**config.mk**
```make
export PLATFORM = sky130hd
export DESIGN_NAME = tcw_cursor
export DESIGN_NICKNAME = d
export VERILOG_FILES = /design/src/rtl/tcw_pkg.sv /design/src/rtl/tcw_cursor.sv
export SDC_FILE = /design/constraint.sdc
export NUM_CORES = 1
export LEC_CHECK = 0
export BUFFER_PORTS_ARGS = -buffer_cell sky130_fd_sc_hd__buf_2
export CAP_MARGIN = 20
export CORE_AREA = 2 2 52 54
export DETAILED_ROUTE_END_ITERATION = 7
export DIE_AREA = 0 0 54 56
export PLACE_DENSITY = 0.78
export SYNTH_ARGS = -nofsm -noshare
export SYNTH_HDL_FRONTEND = slang
export SYNTH_SLANG_ARGS = --single-unit
```
**constraint.sdc**
```tcl
create_clock -name clk -period 11.9 [get_ports clk]
set_clock_uncertainty 0.2 [all_clocks]
set_input_delay 1.785 -clock clk [delete_from_list [all_inputs] [get_ports clk]]
set_output_delay 1.785 -clock clk [all_outputs]
set_load 0.05 [all_outputs]
```
**src/rtl/tcw_pkg.sv**
```systemverilog
// Shared types and constants for the text console writer.
// No dependencies; imported by tcw_cursor, text_console_writer, tcw_checker and tb.
`default_nettype none

package tcw_pkg;

  localparam int DEF_COLUMNS = 80;
  localparam int DEF_ROWS    = 25;

  localparam int COL_W      = 7;
  localparam int ROW_W      = 5;
  localparam int CHAR_W     = 8;
  localparam int ATTR_W     = 8;
  localparam int CELL_W     = CHAR_W + ATTR_W;
  localparam int POS_OUT_W  = 11;
  localparam int ADDR_IN_W  = 11;

  localparam logic [CHAR_W-1:0] NEWLINE_CODE = 8'd10;
  localparam logic [CHAR_W-1:0] SPACE_CODE   = 8'd32;
  localparam logic [ATTR_W-1:0] RESET_ATTR   = 8'h07;
  localparam logic [CELL_W-1:0] RESET_CELL   = {RESET_ATTR, SPACE_CODE};

  typedef enum logic [1:0] {
    MODE_PUT   = 2'd0,
    MODE_CLEAR = 2'd1,
    MODE_READ  = 2'd2,
    MODE_NONE  = 2'd3
  } mode_t;

  typedef struct packed {
    logic [1:0]           mode;
    logic [CHAR_W-1:0]    char_code;
    logic [ADDR_IN_W-1:0] read_address;
  } in_t;

  typedef struct packed {
    logic [POS_OUT_W-1:0] cursor_position;
    logic [CELL_W-1:0]    cell_value;
  } out_t;

  // cursor update request, applied at the next clock edge
  typedef struct packed {
    logic adv;
    logic nl;
    logic home;
  } cur_cmd_t;

endpackage

`default_nettype wire

```
**src/rtl/tcw_cursor.sv**
```systemverilog
// Cursor column/row tracking and linear position for the text console.
// Depends on tcw_pkg (cur_cmd_t, COL_W, ROW_W).
`default_nettype none

module tcw_cursor
  import tcw_pkg::*;
#(
  parameter int COLUMNS = DEF_COLUMNS,
  parameter int ROWS    = DEF_ROWS,
  parameter int AW      = $clog2(DEF_COLUMNS * DEF_ROWS)
) (
  input  wire logic          clk,
  input  wire logic          rst_n,
  input  wire cur_cmd_t      cmd,
  output logic [AW-1:0]      pos_cur,
  output logic [AW-1:0]      pos_nxt,
  output logic               last_row
);

  logic [COL_W-1:0] col_r, col_nxt;
  logic [ROW_W-1:0] row_r, row_nxt;
  logic [AW-1:0]    pos_r;

  assign last_row = (row_r == ROW_W'(ROWS - 1));

  always_comb begin
    col_nxt = col_r;
    row_nxt = row_r;
    if (cmd.home) begin
      col_nxt = '0;
      row_nxt = '0;
    end else if (cmd.nl) begin
      col_nxt = '0;
      if (!last_row) begin
        row_nxt = row_r + 1'b1;
      end
    end else if (cmd.adv) begin
      if (col_r == COL_W'(COLUMNS - 1)) begin
        col_nxt = '0;
        row_nxt = last_row ? '0 : row_r + 1'b1;
      end else begin
        col_nxt = col_r + 1'b1;
      end
    end
  end

  // row*COLUMNS + col never reaches the cell count, so AW bits hold it
  assign pos_nxt = AW'(AW'(row_nxt) * AW'(COLUMNS)) + AW'(col_nxt);
  assign pos_cur = pos_r;

  always_ff @(posedge clk) begin
    if (!rst_n) begin
      col_r <= '0;
      row_r <= '0;
      pos_r <= '0;
    end else begin
      col_r <= col_nxt;
      row_r <= row_nxt;
      pos_r <= pos_nxt;
    end
  end

endmodule

`default_nettype wire

```
## Word level (Yosys, flattened, before mapping)

Index checks and enable logic that the tools add are counted.

| cells by class | value |
|---|---|
| muxes and demuxes | 10 |
| multipliers | 1 |
| equal/unequal tests | 2 |
| add/subtract/negate cells | 3 |

Operators with widths:

| kind | number |
|---|---|
| 5-bit 2-to-1 mux | 6 |
| 7-bit 2-to-1 mux | 4 |
| 11-bit by 7-bit adder with 11-bit output | 1 |
| 7-bit by 1-bit adder with 7-bit output, second input constant | 1 |
| 7-bit == test, second input constant | 1 |
| 5-bit by 3-bit multiplier with 7-bit output, second input constant | 1 |
| 5-bit by 1-bit adder with 5-bit output, second input constant | 1 |
| 5-bit == test, second input constant | 1 |

| storage, ports and cells | value |
|---|---|
| logic and storage cells | 19 |
| output and inout port bits | 23 |
| input bits | 5 |
| flip-flop bits (word level) | 23 |

## Longest topological paths before layout

| depth | value |
|---|---|
| depth after elaboration | 8 |
| depth in mapped cells | 17 |
| mapped depth without buffers | 17 |

## Worst setup path after synthesis

No wires, ideal clock.

| timing | value |
|---|---|
| kind | in2out |
| from | input cmd[2] (netlist bit) |
| to | output pos_nxt[10] |
| buffers on the path | 0 |
| path slack | 4,914 ps |
| data arrival time | 5,001 ps |
| stages on the path | 13 |
| path through | and4_4 > and2_2 > o21ai_0 > mux2i_1 > nor2_1 > ha_1 > inv_1 > fa_1 > and2_1 > o2111a_1 > nor3_1 > nor2_1 > xnor2_1 |

| on the way | value |
|---|---|
| cells in the longest elaborated chain, start to end | 5 |
| elaborated cells between the ends (all ways) | 8 |
| those cells by class | add/sub (1); mul (1); mux (6) |

Ends and longest elaborated chain:

| what | RTL line | text |
|---|---|---|
| start: declaration | tcw_cursor.sv:14 | `input wire cur_cmd_t cmd,` |
| 5-bit 2-to-1 mux | tcw_cursor.sv:37 | `end else if (cmd.adv) begin` |
| 5-bit 2-to-1 mux | tcw_cursor.sv:32 | `end else if (cmd.nl) begin` |
| 5-bit 2-to-1 mux | tcw_cursor.sv:29 | `if (cmd.home) begin` |
| via row_nxt[2] | tcw_cursor.sv:21 | `logic [ROW_W-1:0] row_r, row_nxt;` |
| 5-bit by 3-bit multiplier with 7-bit output | tcw_cursor.sv:48 | `assign pos_nxt = AW'(AW'(row_nxt) * AW'(COLUMNS)) + AW'(col_nxt);` |
| 11-bit by 7-bit adder with 11-bit output | tcw_cursor.sv:48 |  |
| end: declaration | tcw_cursor.sv:16 | `output logic [AW-1:0] pos_nxt,` |

The timed path passes the listed nets, and every way through them passes these cells.

## Worst setup path after layout

Ends and elaborated chain as after synthesis.

==> impl_metrics.env <==
export IMPL_status="complete, no violations"
export IMPL_antenna_found_initial=0
export IMPL_rsz0062_at_grt="no"
export IMPL_path_cells="buf_2 > and4_4 > a21oi_1 > mux2i_1 > nor2_1 > ha_1 > ha_1 > inv_1 > fa_1 > and2_1 > o2111a_1 > nor3_1 > nor2_1 > xnor2_1 > buf_2"
export IMPL_switching_share_pct=29.19
export IMPL_p_clk_share_pct=28.2
export IMPL_postSynthCellCount=150
export IMPL_min_period_ps=6889
export IMPL_synth_top_area_share_pct=29.12
export IMPL_totalWireLength_mm=2.427
export IMPL_cts_sinks=19
export IMPL_cts_tree="done"
export IMPL_r2r_end="pos_cur[10]"
export IMPL_cpPeakStageDelay_ps=400
export IMPL_maxCapViolations=0
export IMPL_cts_resized=0
export IMPL_rows=18
export IMPL_arrival_ps=4900
export IMPL_grt_max_degree=18
export IMPL_synth_edf_count=0
export IMPL_cts_clk_slew_worst_paths_ps=110
export IMPL_cpLargestDelayFamily="simple AND/OR/NAND/NOR gates"
export IMPL_total_power_uw=117.2
export IMPL_cpMaxStageDelayCell="fa_1"
export IMPL_initial_core_util_pct=53.70
export IMPL_cts_buffers=3
export IMPL_relSlewSlack_pct=68.06
export IMPL_cts_buffer_depth=2
export IMPL_cp_start_kind="primary input"
export IMPL_end_kind="primary output"
export IMPL_synth_seq_area_share_pct=29.12
export IMPL_vias_per_cell=5.318
export IMPL_syn_nets=170
export IMPL_dr_pass1_iters=3
export IMPL_dp_cells=197
export IMPL_hold_path_class="reg -> reg"
export IMPL_p_int_uw=83.01
export IMPL_drc_errors=0
export IMPL_critPathLaunch="cmd[2]"
export IMPL_num_fill_cells=211
export IMPL_clock_fmax_mhz=145.2
export IMPL_die_y_um=56
export IMPL_hold_path_depth=2
export IMPL_root_buffer="clkbuf_4"
export IMPL_endpoint="pos_nxt[10]"
export IMPL_h_tree_depth=1
export IMPL_seq_area_um2=380.4
export IMPL_finalHoldViolCount=0
export IMPL_holdBufCountCts=0
export IMPL_diodes=0
export IMPL_ff2ff_path_depth=14
export IMPL_die_area_mm2=0.003024
export IMPL_yosysTopAreaCell="dfxtp_1"
export IMPL_dp_hpwl_mm=1.974
export IMPL_yosys_register_bits=19
export IMPL_yosysWarnings=0
export IMPL_grt_pass1_wl_mm=4.153
export IMPL_path_max_fanout=6
export IMPL_nNetsFinal=192
export IMPL_p_sw_uw=34.22
export IMPL_grt_pass1_vias=978
export IMPL_cp_depth=15
export IMPL_synth_cell_types=34
export IMPL_required_ps=9920
export IMPL_fin_setup_tns_ps=0
export IMPL_hold_slack_ps=428.9
export IMPL_fp_dieW_um=54
export IMPL_slew_viol_final=0
export IMPL_multi_input_area_um2=832.0
export IMPL_drt_initial_drc_count=6
export IMPL_avgSynthCellArea_um2=8.708
export IMPL_synth_area_mm2=0.001306
export IMPL_p_leak_nw=0.7035
export IMPL_num_vias=1069
export IMPL_async_reset_ff_share_pct=0
export IMPL_ioPinCount=28
export IMPL_finalCritPeriodShare_pct=57.89
export IMPL_reg2reg_setup_slack_ps=8190
export IMPL_final_layout_size_suffix_gt1_share_pct=23.39
export IMPL_postCtsSetupBuffers=0
export IMPL_final_cells=201
export IMPL_synth_area_leaders="dfxtp_1 29%, ha_1 12%, and2_1 7.7%"
export IMPL_r2r_start="col_r[0]"
export IMPL_crit_type="in -> out"
export IMPL_core_area_mm2=0.002432
export IMPL_seqPwrFrac_pct=55.7
export IMPL_peakVddDrop_uv=62.44
export IMPL_p_per_area_mw_per_mm2=81.55
export IMPL_wl_per_cell_um=12.07
export IMPL_path_buf_inv=3
export IMPL_setup_viol=0
export IMPL_ys_dominant_reg_cell="dfxtp_1"
export IMPL_port_buffer_count=27
export IMPL_grt_usage_pct=17.96
export IMPL_place_congestion=0.8262
export IMPL_clk_latency_ps=300
export IMPL_worst_pin_slew_ps=475.5
export IMPL_drtAntennaViolNets=0
export IMPL_area_delta_synth_final_pct=10.06
export IMPL_comb_power_share_pct=16.1
export IMPL_overflow=0
## through the flow
stage / util (%) / setup WS [ps] / instance area (um^2)
floorplan: - / 4914 / 1306
global placement: 58.02 / 5116 / 1411
detailed placement: 58.02 / 5003 / 1411
CTS: 59.10 / 4991 / 1438
global route: 59.10 / 4663 / 1438
finish: 59.10 / 5011 / 1438
## cell usage after synthesis (2+ instances only)
master,count
inv_1,7
nand3_1,3
ha_1,13
a21oi_1,7
nor2b_1,3
o21ai_0,8
nor3_1,4
xor2_1,5
nand4_1,2
dfxtp_1,19
nor2_1,18
and2_1,16
a21o_1,2
nand2_1,6
xnor2_1,6
mux2i_1,4
fa_1,2
buf_4,8
clkbuf_1,2
## registers in the layout, summed over array words and instances, names as in the netlist
| signal | flops |
|---|---|
| col_r | 7 |
| pos_cur | 7 |
| row_r | 5 |
## cell usage in the layout, fill, tap and decap left out, drive strengths merged, types with 2 or more instances in the layout
| master | count |
|---|---|
| nor3 | 4 |
| nor2 | 18 |
| dfxtp | 19 |
| a21oi | 8 |
| ha | 13 |
| o21ai | 8 |
| xor2 | 5 |
| xnor2 | 6 |
| buf | 27 |
| clkbuf | 4 |
| nor3b | 2 |
| nand3 | 3 |
| nor2b | 3 |
| inv | 7 |
| mux2i | 4 |
| nand2 | 7 |
| and2 | 17 |
| fa | 2 |
| a21o | 2 |
| nand4 | 2 |
## cell families (layout without fill, tap and decap cells)
kind of cell	count (synthesis)	after routing	share of synthesized area (%)
AO/OA/AOI/OAI	21	21	10.54
XOR/XNOR	11	11	7.375
adder cells (fa/ha/maj)	15	15	15.52
buffers and inverters	17	38	7.185
flip-flops	19	19	29.12
multiplexers	4	4	3.065
AND/OR/NAND/NOR	63	63	27.20
## cell type report
cell class	count	share of cell area (%)
clock buffers	4	1.828
inverters	7	1.828
multi-input cells	114	57.88
flip-flops and latches	19	26.46
well taps	30	2.611
repair buffers	27	9.399
## worst reg2reg max path: cells and delay by family (launching register included)
kind / cells / cell delay, ps
AND/OR/NAND/NOR: 5 / 1000
buffers and inverters: 2 / 190
multiplexers: 1 / 130
flip-flops: 1 / 410
adder cells (fa/ha/maj): 4 / 1130
AO/OA/AOI/OAI: 2 / 590
## layer usage
metal	global-route usage (%)	vias to the layer above	share of wire, %
met5	0	-	0
met4	8.214	0	2.4
met3	4.301	6	3.2
met2	29.79	25	51
met1	21.05	492	43
li1	-	546	-
## worst min path at each step
stage	startpoint	endpoint	slack [ps]
3_3_place_gp	row_r[1]	row_r[1]	390
4_1_cts	row_r[1]	row_r[1]	430
5_1_grt	row_r[2]	row_r[2]	490
3_5_place_dp	row_r[1]	row_r[1]	400
6_report	row_r[1]	row_r[1]	430
2_1_floorplan	row_r[1]	row_r[1]	350
## power by group through the flow
stage / logic, mW / registers [mW] / clock network, mW
after floorplan: 0.0122 / 0.0691 / 0
after global placement: 0.0185 / 0.0667 / 0
after detailed placement: 0.0190 / 0.0668 / 0
after CTS: 0.0190 / 0.0653 / 0.0347
after global routing: 0.0204 / 0.0655 / 0.0369
final: 0.0188 / 0.0653 / 0.0331
Note: power is estimated with default switching activity, not from simulation.
